`src/rtl/lcdw_pkg.sv`:
```
// ----------------------------------------------------------------------------
// lcdw_pkg
// Shared types and constants for the window memory write receiver: command
// codes, the operation carried from the front decoder to the back executor,
// and the depth of the queue between them.
// ----------------------------------------------------------------------------
package lcdw_pkg;

	// Command bytes understood by the receiver
	localparam logic [7:0] CMD_COLUMN_ADDR  = 8'h2A;
	localparam logic [7:0] CMD_PAGE_ADDR    = 8'h2B;
	localparam logic [7:0] CMD_MEMORY_WRITE = 8'h2C;

	// Operation queue geometry
	localparam int QUEUE_DEPTH = 4;
	localparam int QUEUE_PTR_W = $clog2(QUEUE_DEPTH);
	localparam int QUEUE_CNT_W = $clog2(QUEUE_DEPTH + 1);

	// Operation kinds handed to the back end
	typedef enum logic [1:0] {
		OP_COL_ADDR = 2'd0,
		OP_ROW_ADDR = 2'd1,
		OP_HOME     = 2'd2,
		OP_PIXEL    = 2'd3
	} lcdw_op_kind_t;

	// Address byte slot: start high, start low, end high, end low
	localparam logic [1:0] SLOT_START_HI = 2'd0;
	localparam logic [1:0] SLOT_START_LO = 2'd1;
	localparam logic [1:0] SLOT_END_HI   = 2'd2;
	localparam logic [1:0] SLOT_END_LO   = 2'd3;

	typedef struct packed {
		lcdw_op_kind_t kind;
		logic [1:0]    slot;   // address byte slot, address operations only
		logic [15:0]   data;   // address byte in [7:0], or pixel colour
	} lcdw_op_t;

endpackage

```
`src/rtl/lcd_window_memory_write_receiver.sv`:
```
// ----------------------------------------------------------------------------
// lcd_window_memory_write_receiver
// Panel-side receiver for column address, page address and memory write
// byte streams; emits each in-panel written pixel with its row and column.
// ----------------------------------------------------------------------------
//  channel | handshake                  | payload
//  --------+----------------------------+-----------------------------------
//  byte    | byte_valid / byte_ready    | is_data, bus_byte
//  pixel   | pixel_valid / pixel_ready  | pixel_column, pixel_row, pixel_color
//
//  One byte is taken every cycle while byte_ready is high; a pixel beat is
//  written into the queue at the edge that takes its low byte, and the
//  executor then moves it into the output register. The executor retires one
//  operation per cycle unless a pixel waits on a held output register. The
//  four-entry operation queue absorbs output stalls; byte_ready drops only
//  when it is full. Reset (arst_n low) clears the decoder, queue, window to
//  the full panel and cursor to the origin.
// ----------------------------------------------------------------------------
module lcd_window_memory_write_receiver
	import lcdw_pkg::*;
#(
	parameter int PANEL_COLUMNS = 240,
	parameter int PANEL_ROWS    = 240
) (
	input  logic        clk,
	input  logic        arst_n,
	input  logic        byte_valid,
	output logic        byte_ready,
	input  logic        is_data,
	input  logic [7:0]  bus_byte,
	output logic        pixel_valid,
	input  logic        pixel_ready,
	output logic [7:0]  pixel_column,
	output logic [7:0]  pixel_row,
	output logic [15:0] pixel_color
);

	logic     push;
	lcdw_op_t push_op;
	logic     queue_full;
	logic     head_valid;
	lcdw_op_t head_op;
	logic     pop;

	lcdw_front u_front (
		.clk        (clk),
		.arst_n     (arst_n),
		.byte_valid (byte_valid),
		.byte_ready (byte_ready),
		.is_data    (is_data),
		.bus_byte   (bus_byte),
		.queue_full (queue_full),
		.push       (push),
		.push_op    (push_op)
	);

	lcdw_queue u_queue (
		.clk        (clk),
		.arst_n     (arst_n),
		.push       (push),
		.push_op    (push_op),
		.full       (queue_full),
		.head_valid (head_valid),
		.head_op    (head_op),
		.pop        (pop)
	);

	lcdw_back #(
		.PANEL_COLUMNS (PANEL_COLUMNS),
		.PANEL_ROWS    (PANEL_ROWS)
	) u_back (
		.clk          (clk),
		.arst_n       (arst_n),
		.head_valid   (head_valid),
		.head_op      (head_op),
		.pop          (pop),
		.pixel_valid  (pixel_valid),
		.pixel_ready  (pixel_ready),
		.pixel_column (pixel_column),
		.pixel_row    (pixel_row),
		.pixel_color  (pixel_color)
	);

endmodule

```
`src/rtl/lcdw_front.sv`:
```
// ----------------------------------------------------------------------------
// lcdw_front
// Byte decoder: tracks the current command, the address parameter position
// and pixel byte pairing, and turns each useful beat into one operation.
// ----------------------------------------------------------------------------
module lcdw_front
	import lcdw_pkg::*;
(
	input  logic        clk,
	input  logic        arst_n,
	input  logic        byte_valid,
	output logic        byte_ready,
	input  logic        is_data,
	input  logic [7:0]  bus_byte,
	input  logic        queue_full,
	output logic        push,
	output lcdw_op_t    push_op
);

	logic [7:0] current_command_q;
	logic [1:0] param_index_q;
	logic [7:0] pending_high_q;
	logic       byte_phase_q;
	logic       accept;
	logic       op_valid;

	assign byte_ready = !queue_full;
	assign accept     = byte_valid && byte_ready;
	assign push       = accept && op_valid;

	// Classify the incoming beat
	always_comb begin
		op_valid     = 1'b0;
		push_op.kind = OP_HOME;
		push_op.slot = param_index_q;
		push_op.data = {8'h00, bus_byte};
		if (!is_data) begin
			op_valid = (bus_byte == CMD_MEMORY_WRITE);
		end else begin
			case (current_command_q)
				CMD_COLUMN_ADDR: begin
					op_valid     = 1'b1;
					push_op.kind = OP_COL_ADDR;
				end
				CMD_PAGE_ADDR: begin
					op_valid     = 1'b1;
					push_op.kind = OP_ROW_ADDR;
				end
				CMD_MEMORY_WRITE: begin
					op_valid     = byte_phase_q;
					push_op.kind = OP_PIXEL;
					push_op.data = {pending_high_q, bus_byte};
				end
				default: begin
					op_valid = 1'b0;
				end
			endcase
		end
	end

	// Advance decoder state on each accepted beat
	always_ff @(posedge clk or negedge arst_n) begin
		if (!arst_n) begin
			current_command_q <= 8'h00;
			param_index_q     <= 2'd0;
			pending_high_q    <= 8'h00;
			byte_phase_q      <= 1'b0;
		end else if (accept) begin
			if (!is_data) begin
				current_command_q <= bus_byte;
				param_index_q     <= 2'd0;
				byte_phase_q      <= 1'b0;
			end else if (current_command_q == CMD_COLUMN_ADDR ||
			             current_command_q == CMD_PAGE_ADDR) begin
				param_index_q <= param_index_q + 2'd1;
			end else if (current_command_q == CMD_MEMORY_WRITE) begin
				if (!byte_phase_q) begin
					pending_high_q <= bus_byte;
				end
				byte_phase_q <= !byte_phase_q;
			end
		end
	end

	// A half pixel can only be pending under a memory write
	a_phase_needs_write: assert property (@(posedge clk) disable iff (!arst_n)
		byte_phase_q |-> current_command_q == CMD_MEMORY_WRITE)
		else $error("pixel byte pending outside memory write");

endmodule

```
`src/rtl/lcdw_queue.sv`:
```
// ----------------------------------------------------------------------------
// lcdw_queue
// Short first-in first-out buffer of operations between decoder and
// executor, so that each side stalls on its own.
// ----------------------------------------------------------------------------
module lcdw_queue
	import lcdw_pkg::*;
(
	input  logic     clk,
	input  logic     arst_n,
	input  logic     push,
	input  lcdw_op_t push_op,
	output logic     full,
	output logic     head_valid,
	output lcdw_op_t head_op,
	input  logic     pop
);

	lcdw_op_t                 entries_q [QUEUE_DEPTH];
	logic [QUEUE_PTR_W-1:0]   wr_ptr_q;
	logic [QUEUE_PTR_W-1:0]   rd_ptr_q;
	logic [QUEUE_CNT_W-1:0]   count_q;

	assign full       = (count_q == QUEUE_CNT_W'(QUEUE_DEPTH));
	assign head_valid = (count_q != '0);
	assign head_op    = entries_q[rd_ptr_q];

	// Store pushed operations
	always_ff @(posedge clk) begin
		if (push) begin
			entries_q[wr_ptr_q] <= push_op;
		end
	end

	// Move pointers and occupancy
	always_ff @(posedge clk or negedge arst_n) begin
		if (!arst_n) begin
			wr_ptr_q <= '0;
			rd_ptr_q <= '0;
			count_q  <= '0;
		end else begin
			if (push) begin
				wr_ptr_q <= (wr_ptr_q == QUEUE_PTR_W'(QUEUE_DEPTH - 1)) ? '0 : wr_ptr_q + 1'b1;
			end
			if (pop) begin
				rd_ptr_q <= (rd_ptr_q == QUEUE_PTR_W'(QUEUE_DEPTH - 1)) ? '0 : rd_ptr_q + 1'b1;
			end
			case ({push, pop})
				2'b10:   count_q <= count_q + 1'b1;
				2'b01:   count_q <= count_q - 1'b1;
				default: count_q <= count_q;
			endcase
		end
	end

	a_no_overflow: assert property (@(posedge clk) disable iff (!arst_n)
		push |-> (!full || pop) && count_q <= QUEUE_CNT_W'(QUEUE_DEPTH))
		else $error("operation queue overflow");

	a_no_underflow: assert property (@(posedge clk) disable iff (!arst_n)
		pop |-> head_valid)
		else $error("operation queue underflow");

endmodule

```
`src/rtl/lcdw_back.sv`:
```
// ----------------------------------------------------------------------------
// lcdw_back
// Executor: holds the window and cursor, applies address bytes, homes the
// cursor and places pixels, with a registered pixel output.
// ----------------------------------------------------------------------------
module lcdw_back
	import lcdw_pkg::*;
#(
	parameter int PANEL_COLUMNS = 240,
	parameter int PANEL_ROWS    = 240
) (
	input  logic        clk,
	input  logic        arst_n,
	input  logic        head_valid,
	input  lcdw_op_t    head_op,
	output logic        pop,
	output logic        pixel_valid,
	input  logic        pixel_ready,
	output logic [7:0]  pixel_column,
	output logic [7:0]  pixel_row,
	output logic [15:0] pixel_color
);

	logic [15:0] win_col_start_q;
	logic [15:0] win_col_end_q;
	logic [15:0] win_row_start_q;
	logic [15:0] win_row_end_q;
	logic [15:0] cursor_col_q;
	logic [15:0] cursor_row_q;
	logic        out_valid_q;
	logic [7:0]  out_column_q;
	logic [7:0]  out_row_q;
	logic [15:0] out_color_q;
	logic        in_panel;
	logic        emits;
	logic        out_free;

	assign in_panel = (cursor_col_q < 16'(PANEL_COLUMNS)) && (cursor_row_q < 16'(PANEL_ROWS));
	assign emits    = (head_op.kind == OP_PIXEL) && in_panel;
	assign out_free = !out_valid_q || pixel_ready;
	assign pop      = head_valid && (!emits || out_free);

	// Apply operations to window and cursor
	always_ff @(posedge clk or negedge arst_n) begin
		if (!arst_n) begin
			win_col_start_q <= 16'h0000;
			win_col_end_q   <= 16'(PANEL_COLUMNS - 1);
			win_row_start_q <= 16'h0000;
			win_row_end_q   <= 16'(PANEL_ROWS - 1);
			cursor_col_q    <= 16'h0000;
			cursor_row_q    <= 16'h0000;
		end else if (pop) begin
			case (head_op.kind)
				OP_COL_ADDR: begin
					case (head_op.slot)
						SLOT_START_HI: win_col_start_q[15:8] <= head_op.data[7:0];
						SLOT_START_LO: win_col_start_q[7:0]  <= head_op.data[7:0];
						SLOT_END_HI:   win_col_end_q[15:8]   <= head_op.data[7:0];
						default:       win_col_end_q[7:0]    <= head_op.data[7:0];
					endcase
				end
				OP_ROW_ADDR: begin
					case (head_op.slot)
						SLOT_START_HI: win_row_start_q[15:8] <= head_op.data[7:0];
						SLOT_START_LO: win_row_start_q[7:0]  <= head_op.data[7:0];
						SLOT_END_HI:   win_row_end_q[15:8]   <= head_op.data[7:0];
						default:       win_row_end_q[7:0]    <= head_op.data[7:0];
					endcase
				end
				OP_HOME: begin
					cursor_col_q <= win_col_start_q;
					cursor_row_q <= win_row_start_q;
				end
				default: begin
					// Advance row-major, wrap to the window start
					if (cursor_col_q >= win_col_end_q) begin
						cursor_col_q <= win_col_start_q;
						if (cursor_row_q >= win_row_end_q) begin
							cursor_row_q <= win_row_start_q;
						end else begin
							cursor_row_q <= cursor_row_q + 16'd1;
						end
					end else begin
						cursor_col_q <= cursor_col_q + 16'd1;
					end
				end
			endcase
		end
	end

	// Hold the pixel beat until taken
	always_ff @(posedge clk or negedge arst_n) begin
		if (!arst_n) begin
			out_valid_q <= 1'b0;
		end else if (pop && emits) begin
			out_valid_q <= 1'b1;
		end else if (pixel_ready) begin
			out_valid_q <= 1'b0;
		end
	end

	always_ff @(posedge clk) begin
		if (pop && emits) begin
			out_column_q <= cursor_col_q[7:0];
			out_row_q    <= cursor_row_q[7:0];
			out_color_q  <= head_op.data;
		end
	end

	assign pixel_valid  = out_valid_q;
	assign pixel_column = out_column_q;
	assign pixel_row    = out_row_q;
	assign pixel_color  = out_color_q;

	a_no_overwrite: assert property (@(posedge clk) disable iff (!arst_n)
		(out_valid_q && !pixel_ready) |-> !(pop && emits))
		else $error("pending pixel overwritten");

	a_emit_in_panel: assert property (@(posedge clk) disable iff (!arst_n)
		(pop && emits) |=> out_valid_q && 16'(out_column_q) < 16'(PANEL_COLUMNS))
		else $error("pixel emitted outside the panel");

endmodule
```
`config.mk`:
```
export PLATFORM = sky130hd
export DESIGN_NAME = lcd_window_memory_write_receiver
export DESIGN_NICKNAME = d
export VERILOG_FILES = /design/src/rtl/lcdw_pkg.sv /design/src/rtl/lcd_window_memory_write_receiver.sv /design/src/rtl/lcdw_front.sv /design/src/rtl/lcdw_queue.sv /design/src/rtl/lcdw_back.sv
export SDC_FILE = /design/constraint.sdc
export NUM_CORES = 1
export LEC_CHECK = 0
export BUFFER_PORTS_ARGS = -buffer_cell sky130_fd_sc_hd__buf_4
export CORE_ASPECT_RATIO = 0.75
export CORE_MARGIN = 2
export CORE_UTILIZATION = 35
export CTS_CLUSTER_SIZE = 25
export DETAILED_ROUTE_END_ITERATION = 10
export PLACE_DENSITY = 0.6
export SETUP_SLACK_MARGIN = 0.15
export SLEW_MARGIN = 40
export SYNTH_ARGS = -nofsm -noshare
export SYNTH_HDL_FRONTEND = slang
export SYNTH_SLANG_ARGS = --single-unit
```
`constraint.sdc`:
```
create_clock -name clk -period 5.3 [get_ports clk]
set_input_delay 0.265 -clock clk [delete_from_list [all_inputs] [get_ports clk]]
set_output_delay 0.265 -clock clk [all_outputs]
set_load 0.005 [all_outputs]
```
# == Word level (Yosys, flattened, before mapping) ==
# Memory sizes are Yosys's and may differ from the RTL's.
# Index checks and enable logic that the tools add are counted.
# totals
input_bits,13
ramBits,80
output_inout_bits,34
memories,1
elab_cells,114
register_bits,155
latchBits,0
rom_bits,0
# classes
n_reduce_logical,36
multipliers,0
bitwise,5
addsub,7
magnitude_cmp,4
div_mod_pow,0
n_eq_ne,17
muxes,23
shifts,0
# mem_list
name,words,width,read_ports,rd_ports_with_merged_regs,wr,line,rtl
u_queue.entries_q,4,20,1,0,1,lcdw_queue.sv:19,lcdw_op_t entries_q [QUEUE_DEPTH];
# ops
operator,count
$mux 16,5
$pmux 16 s2,2
$add 16x1->16 const B,2
$eq 8x6->1 const B,4
$ge 16x16->1,2
$lt 16x8->1 const B,2
$reduce_and 3->1,10
$eq 2x2->1 const B,6
$mux 2,5
$mux 1,8
$add 2x1->2 const B,3
$eq 2x1->1 const B,3
$logic_and 1x1->1,6
$pmux 2 s3,1
$pmux 3 s2,1
$reduce_and 2->1,3
$reduce_bool 2->1,3
$not 1->1,5
$reduce_and 5->1,1
$logic_not 1->1,4
$logic_not 2->1,2
$ne 2x1->1 const B,2
$reduce_or 2->1,2
$add 3x1->3 const B,1
other kinds (7),9

# == Logic depth before layout (Yosys ltp) ==
# Gate-level depths: netlist (run 1).
# depth
ltp_word,8
mapped_depth,12

# == Cells and area by module ==
# A second synthesis (run 1) with hierarchy kept.
# unflattened
cells_unflattened,795
hier_area_um2,10694.0
# modules_own_cells
module,area_each_um2,cells_each,seq_area_each_um2,n_inst
lcdw_back,6361.1,566,3405.8,1
lcdw_queue,3308.2,143,2577.5,1
lcdw_front,1024.7,86,475.5,1

# == Least setup slack after synthesis (run 1) ==
# Ideal clock, no wire load.
# synth_timing
kind,reg-to-reg
startpoint,reg u_queue.rd_ptr_q[0]
endpoint,"reg u_back.out_color_q[0], in the netlist u_back.pixel_color[0] (enable)"
synth_period_minus_slack_ps,3898
slack_ps,1402
path_stages_with_launch,7
arrival_time_ps,3437
setup_ps,461
path_cell_list,dfrtp_1 > buf_6 > mux4_2 > nand4b_1 > nor2_1 > nand2_1 > nor3_1
# synth_via
elab_chain_cells,7
# synth_lines
item,line,rtl
"start, declared",lcdw_queue.sv:21,logic [QUEUE_PTR_W-1:0] rd_ptr_q;
"start signal, assigned",lcdw_queue.sv:46,rd_ptr_q <= (rd_ptr_q == QUEUE_PTR_W'(QUEUE_DEPTH - 1)) ? '0 : rd_ptr_q + 1'b1;
$mem_v2 4x20 *,--,
$eq 2x2->1 *,lcdw_back.sv:39,assign emits = (head_op.kind == OP_PIXEL) && in_panel;
$logic_and 1x1->1 *,lcdw_back.sv:39,
$logic_not 1->1,lcdw_back.sv:41,assign pop = head_valid && (!emits || out_free);
$logic_or 1x1->1,lcdw_back.sv:41,
$logic_and 1x1->1,lcdw_back.sv:41,
$logic_and 1x1->1 *,lcdw_back.sv:103,if (pop && emits) begin
"end signal, assigned",lcdw_back.sv:106,out_color_q <= head_op.data;
"end, declared",lcdw_back.sv:33,logic [15:0] out_color_q;
# Mark *: on every way between the ends. The rest lies on a longest branch, timed or not.
# A chain may end at the register's enable or synchronous reset.

# == Worst setup path in the final report (run 1) ==
# layout_timing
startpoint,reg u_front.current_command_q[4]
endpoint,reg u_queue.count_q[2]
# layout_via
elab_chain_cells,7
elab_cells_between_ends,11
# layout_lines
item,line,rtl
"start, declared",lcdw_front.sv:20,logic [7:0] current_command_q;
"start signal, assigned",lcdw_front.sv:70,current_command_q <= bus_byte;
$eq 8x6->1,lcdw_front.sv:40,case (current_command_q)
$reduce_or 2->1 (no line),--,
$pmux 1 s2 *,lcdw_front.sv:40,
$mux 1 *,lcdw_front.sv:37,if (!is_data) begin
$logic_and 1x1->1 *,lcdw_front.sv:29,assign push = accept && op_valid;
$eq 2x1->1 or $eq 2x2->1 (tied branches),lcdw_queue.sv:48,"case ({push, pop})"
$pmux 3 s2 or $reduce_bool 2->1 (tied branches),--,
"end signal, assigned",lcdw_queue.sv:49,2'b10: count_q <= count_q + 1'b1;
"end signal, assigned",lcdw_queue.sv:50,2'b01: count_q <= count_q - 1'b1;
"end signal, assigned",lcdw_queue.sv:51,default: count_q <= count_q;
"end, declared",lcdw_queue.sv:22,logic [QUEUE_CNT_W-1:0] count_q;
# Marks and branches as above.

==> results of run 1 <==
## sequential cells by signal (all words and copies together) (netlist names)
name and cells:
u_back.win_col_end_q 16, u_back.pixel_row 8, u_front.byte_phase_q 1, u_back.pixel_color 16, u_back.pixel_column 8, u_queue.count_q 3, u_back.cursor_col_q 16, u_queue.rd_ptr_q 2
u_back.pixel_valid 1, u_back.cursor_row_q 16, u_front.param_index_q 2, u_back.win_col_start_q 16, u_front.current_command_q 8, u_queue.entries_q 80, u_queue.wr_ptr_q 2, u_front.pending_high_q 8
u_back.win_row_start_q 16, u_back.win_row_end_q 16
## final cells by class
class                   count  area (sq um)  area share
multi-input cells         450          3810       0.311
flip-flops and latches    235          6460       0.527
repair buffers             61           480      0.0392
inverters                  49           184      0.0150
well taps                 399           499      0.0407
clock inverters            14           150      0.0122
clock buffers              32           672      0.0548
## synthesized netlist by cell type (6+ instances only)
library cell and n:
nand3_1 21, a21boi_0 7, nor3_1 6, a2bb2oi_1 8, a2bb2oi_2 10, o21ai_0 32
a21oi_1 28, nand2_1 58, and3_1 20, clkbuf_1 16, mux2_2 73, dfstp_2 14
edfxtp_1 112, and2_1 7, inv_1 49, nor2_1 18, ha_1 40, mux4_2 20
nand4_1 17, a22oi_1 6, dfrtp_1 109, mux2i_1 22
## critical path, delay by kind of cell (launching register included)
family / cells / cell delay (ns)
buffers and inverters: 1 / 0.10
XOR/XNOR: 2 / 0.27
AO/OA/AOI/OAI: 1 / 0.44
adder cells (fa/ha/maj): 2 / 0.63
AND/OR/NAND/NOR: 6 / 1.51
flip-flops: 1 / 0.38
## timing repair
action | 4_1_cts | 5_1_grt
endpoints found under the setup margin | 0 | 0
hold buffers | 9 | 0
gates resized for setup | 0 | 0
endpoints found under the hold margin | 62 | 0
## routing by layer
layer | part of all wire | track usage
met4 | 0.020 | 0.0343
met2 | 0.44 | 0.222
met5 | 0 | 0
met3 | 0.037 | 0.0240
met1 | 0.50 | 0.222
## metrics by stage
stage          power (uW)   util
2_1_floorplan        4740      -
3_3_place_gp         5260  0.378
3_5_place_dp         5320  0.378
4_1_cts              7110  0.409
5_1_grt              7530  0.409
6_report             7040  0.409
## kinds of logic (layout without fill, tap and decap cells)
logic type / count (synthesis) / in the layout / share of synthesized area
DFF: 235 / 235 / 0.609
adders and majority gates: 41 / 41 / 0.0491
buffers and inverters: 79 / 156 / 0.0329
and+or+nand+nor: 173 / 173 / 0.0847
muxes: 115 / 115 / 0.141
xor gates and xnor gates: 3 / 3 / 0.00248
AOI/OAI and AO/OA: 118 / 118 / 0.0807
## layout by cell type (no fill, tap or decap), drive strengths merged, types with 3 or more instances in the layout
cell	synthesis	layout
a21boi	7	7
a21o	4	4
a21oi	29	29
a22o	3	3
a22oi	6	6
a2bb2oi	18	18
and2	7	7
and3	20	20
and4	5	5
buf	14	52
bufinv	0	3
clkbuf	16	32
clkinv	0	8
dfrtp	109	109
dfstp	14	14
dlygate4sd3	0	9
edfxtp	112	112
ha	40	40
inv	49	51
mux2	73	73
mux2i	22	22
mux4	20	20
nand2	58	58
nand2b	4	4
nand3	21	21
nand4	17	17
nor2	18	18
nor2b	5	5
nor3	6	6
nor4	4	4
nor4b	3	3
o21ai	32	32
## power by group
group / internal, uW / switching, uW
registers: 2410 / 447
logic: 1130 / 1290
clock network: 1040 / 723
total: 4580 / 2460
## how the worst min path moves through the flow
stage,slack (ns),from,end,cells past startpoint
final,0.08,pixel_ready,u_back.pixel_valid,3
after global routing,0.09,pixel_ready,u_back.pixel_valid,3
after CTS,0.06,is_data,u_front.byte_phase_q,2
after detailed placement,0.28,arst_n,u_back.win_row_start_q[4],1
after global placement,0.28,arst_n,u_back.win_row_start_q[4],1
after floorplan,-0.03,arst_n,u_back.cursor_col_q[0],0
==> results.tsv, run 1 <==
metric	value	unit
final hold slack	0.0773	ns
Synth warnings	0	
Syn-to-layout area delta	15.6	%
critical path class	flop to flop	
gr ovfl total	0	
Max-Slew Margin vs Limit	0.484	
reg2reg path depth	12	
Finished Cell Area	12300	sq um
initial antenna violation count	1	
FMAX	294	MHz
largest net degree at the start of global routing	54	
Starting Density	0.353	
setup TNS	0	ns
Most used DFF post-synth	edfxtp_1	
worst reg2reg endpoint	u_queue.count_q[2]	
fillcell total	2803	
RSZ-0062 raised after global routing	false	
Synth Register Bits	235	
Pleak	0.00485	uW
H-tree depth	1	
Synth Instances	764	
Critical Path Source	u_front.current_command_q[4]	
synth unique cells	57	
DP Area	11300	sq um
Seq/Total Area, Yosys	0.609	
Clock Sink Count	235	
die height	155	um
most frequent CP cell	nand2_1	
cts bufs inserted	25	
Critical Path Max Stage Delay	0.66	ns
Cells after DPL	1185	
number of I/O pins	47	
ys async rst share	0.523	
via/cell ratio	5.08	
clk_skew	0.0108	ns
EDFF count, synth	112	
Vias	6296	
Avg WL per Cell	18.4	um
Hold Vio Cnt, Final	0	
setup bufs post-CTS	0	
via count of the first global-routing pass	6357	
Non-Filler Instances	1240	
max-slew violation count	0	
Syn Area/Cell	13.9	sq um
drt first pass iters	7	
Critical Path Sink	u_queue.count_q[2]	
max-cap violations	0	
fin crit period	3.41	ns
Slowest cell on crit path	nor4b_2	
largest area contributor in the netlist	edfxtp_1	
pre-CTS setup slack	1.89	ns
CTS root buffer	clkbuf_16	
Power Density	574	nW/um^2
crit path DAT	3.85	ns
NumNets Final	876	
port bufs	46	
CP endpoint kind	flop	
Die ar.	31700	sq um
CORE AREA	30000	sq um
critical path required time	5.75	ns
post-synth top area share	0.317	
hpwl dp	14900	um
Clock Tree Buf Depth	3	
GR Util All Layers	0.147	
final WL	22800	um
period utilization	0.642	
first-pass GRT wire length	36500	um
Setup violations, final	0	
top post-synthesis cells by area	edfxtp_1, dfrtp_1, mux2_2, ha_1, mux4_2	
crit-path cells	nor4b_1 > nand2_1 > nor4b_2 > and2_1 > nand2_1 > a31oi_1 > inv_1 > ha_1 > fa_1 > xnor2_1 > nor2_1 > xor2_1	
antenna cells	0	
Clock Latency Late Sink	0.52	ns
Clock transition at path regs	0.06	ns
crit start category	flop	
Critical R2R Launch	u_front.current_command_q[4]	
HP Class	primary input to flop	
final worst slack	1.89	ns
Mapped Area	10600	sq um
Synthesized Nets	818	
pin slew with the least headroom to its limit	0.768	ns
DR iter-0 viols	429	
worst reg2reg setup slack	1.89	ns
row cnt	55	
clock tree from TritonCTS	built	
ANT nets after route	0	
GPL Wtd Cong	0.726	
die width	205	um
status	completed	
layout cells sized above 1	0.263	
CP Max Fanout	10	
# DRC	0	
peak supply drop	0.000218	V
Power figures use the tool's default switching activity.
==> inputs of run 2 (changes only) <==
Settings changed: ABC_AREA set to 1.
Clock period 5.3 ns to 3.3 ns, I/O delays scaled along.
==> run 2 against run 1 <==
Against the previous run: sequential power rose by 58%; die area rose by 6.1%; core utilization rose by 0.60 points; flip-flop and latch count did not move; worst hold slack got worse by 0.011 ns; sequential share of layout area fell by 3.2 points; cell count rose by 41%; via count rose by 34%; synthesized cell count rose by 63%; routed wire length rose by 20%; power rose by 79%; critical path type unchanged; critical endpoint is now u_back.cursor_col_q[11]; largest cell class unchanged.
==> results.tsv, run 2 <==
metric	value	unit
Critical R2R Launch	u_queue.rd_ptr_q[0]	
pin slew with the least headroom to its limit	0.780	ns
Die ar.	33600	sq um
Reg with most FFs	u_queue.entries_q	
Starting Density	0.358	
final WL	27300	um
synthesized-area fraction occupied by adder cells	0.0462	
fin crit period	2.73	ns
HP Class	primary input to flop	
port bufs	46	
status	completed	
ys async rst share	0.523	
gr ovfl total	0	
peak supply drop	0.000369	V
CORE AREA	31500	sq um
crit path DAT	3.14	ns
largest family of logic cells by synthesized area	simple AND/OR/NAND/NOR gates	
hold path cells	4	
Vias	8421	
ANT nets after route	0	
Flop pwr share	0.359	
clk_skew	0.0111	ns
critical path class	flop to flop	
first-pass GRT wire length	45100	um
top post-synthesis cells by area	edfxtp_1, dfrtp_1, nand2_1, nand3_1, ha_1	
DR iter-0 viols	717	
Syn-to-layout area delta	15.8	%
GR Util All Layers	0.166	
max-cap violations	0	
Pleak	0.00596	uW
hold-fix buffer count after cts	11	
Synth Register Bits	235	
Clock Latency Late Sink	0.52	ns
switching share of power	0.430	
H-tree depth	1	
initial antenna violation count	0	
number of I/O pins	47	
Clock Tree Buf Depth	3	
Syn Area/Cell	9.04	sq um
GPL Wtd Cong	0.867	
via/cell ratio	4.83	
setup bufs post-CTS	0	
CP Max Fanout	73	
Simple-Gate Fraction of Synth Area	0.249	
Hold Vio Cnt, Final	0	
# DRC	0	
FMAX	366	MHz
switching pwr	5400	uW
most frequent cells in the layout	nand2_1, inv_1, nand3_1	
hpwl dp	18500	um
most common cell after layout, fill and taps aside	nand2_1	
synth unique cells	33	
Mapped Area	11300	sq um
Most used DFF post-synth	edfxtp_1	
Power Density	963	nW/um^2
setup TNS	0	ns
die width	211	um
clock tree from TritonCTS	built	
EDFF count, synth	112	
Hold Crit Start	byte_valid	
largest net degree at the start of global routing	74	
crit start category	flop	
Seq/Total Area, Yosys	0.574	
most common cell in the netlist	nand2_1	
combinational group share of total power	0.420	
xor/xnor cell area share of the yosys netlist	0.0194	
Critical Path Source	u_queue.rd_ptr_q[0]	
clock share of power	0.221	
die height	159	um
Commonest cells post-synth	nand2_1, inv_1, nand3_1	
Synth Instances	1246	
layout cells sized above 1	0.114	
Max-Slew Margin vs Limit	0.479	
drt first pass iters	5	
Design Power	12600	uW
via count of the first global-routing pass	8117	
CTS root buffer	clkbuf_16	
post-synthesis mux area share	0	
Synthesized Nets	1300	
antenna cells	0	
Setup violations, final	0	
max-slew violation count	0	
cts repair resizes	0	
max reg flops	80	
complex-gate fraction of the synthesized area	0.0530	
Clock Sink Count	235	
Int Pwr	7170	uW
Avg WL per Cell	15.7	um
RSZ-0062 raised after global routing	false	
post-synth top area share	0.299	
cts bufs inserted	25	
row cnt	56	
reg2reg path depth	12	
Clock transition at path regs	0.06	ns
NumNets Final	1372	
CP endpoint kind	flop	
final hold slack	0.0666	ns
Synth warnings	0	
period utilization	0.829	
largest area contributor in the netlist	edfxtp_1	
critical path required time	3.71	ns
==> run 2: cell types whose count changed after synthesis, sizes merged, moves of 22 or more <==
cell and change:
mux2 -73, o21ai +44, nand3 +103, mux2i -22, nor2 +104, inv +85, nand2 +346
==> run 2: logic make-up after synthesis <==
logic type,count (synthesis)
buffers and inverters,167
XOR/XNOR,25
flip-flops,235
adder cells (fa/ha/maj),41
AO/OA/AOI/OAI,111
AND/OR/NAND/NOR,667
==> run 2: power groups by stage <==
stage | logic, uW | registers, uW | clock network, uW
floorplan | 3890 | 4340 | 0
global placement | 5170 | 4530 | 0
detailed placement | 5250 | 4550 | 0
CTS | 5280 | 4500 | 2860
global route | 6120 | 4610 | 2970
finish | 5280 | 4510 | 2770
==> run 2: final cells by class <==
type	count	area, sq um
inverters	135	507
repair buffers	77	618
fillers	3105	18400
clock inverters	16	144
clock buffers	30	664
well taps	406	508
flip-flops and latches	235	6460
multi-input cells	844	4140
==> run 2: final timing paths <==
kind,endpoint,slack (ns)
worst max-delay path,u_back.cursor_col_q[11],0.57
worst min-delay path,u_front.byte_phase_q,0.07
worst max register to register,u_back.cursor_col_q[11],0.57
worst min register to register,u_back.win_row_end_q[1],0.47
max in group asynchronous,u_back.win_row_end_q[7],2.32
min in group asynchronous,u_back.cursor_row_q[6],0.12
==> run 2: critical path, cell delays in order (launching register included) <==
cell and delay [ns]:
dfrtp_1 0.55, inv_2 0.14, nand2_1 0.08, nand3_1 0.08, nand2_2 0.16, nor2_1 0.09
nand3_1 0.13, nand2_4 0.06, inv_2 0.10, buf_4 0.57, nand2_2 0.39, nand2_1 0.15
nand2_1 0.06
==> run 2: through the flow <==
step | util | worst slack [ns] | instances | area (sq um)
2_1_floorplan | - | 0.871 | 1246 | 11300
5_1_grt | 0.415 | 0.276 | 1743 | 13000
3_5_place_dp | 0.385 | 0.608 | 1686 | 12100
3_3_place_gp | 0.385 | 0.702 | 1686 | 12100
4_1_cts | 0.415 | 0.599 | 1743 | 13000
6_report | 0.415 | 0.565 | 1743 | 13000
==> run 2: routing by layer <==
layer / vias up / wire (um) / track usage
met2: 219 / 11400 / 0.239
met5: - / 0 / 0
li1: 4205 / - / -
met3: 28 / 1400 / 0.0203
met4: 0 / 427 / 0.0314
met1: 3969 / 14100 / 0.267
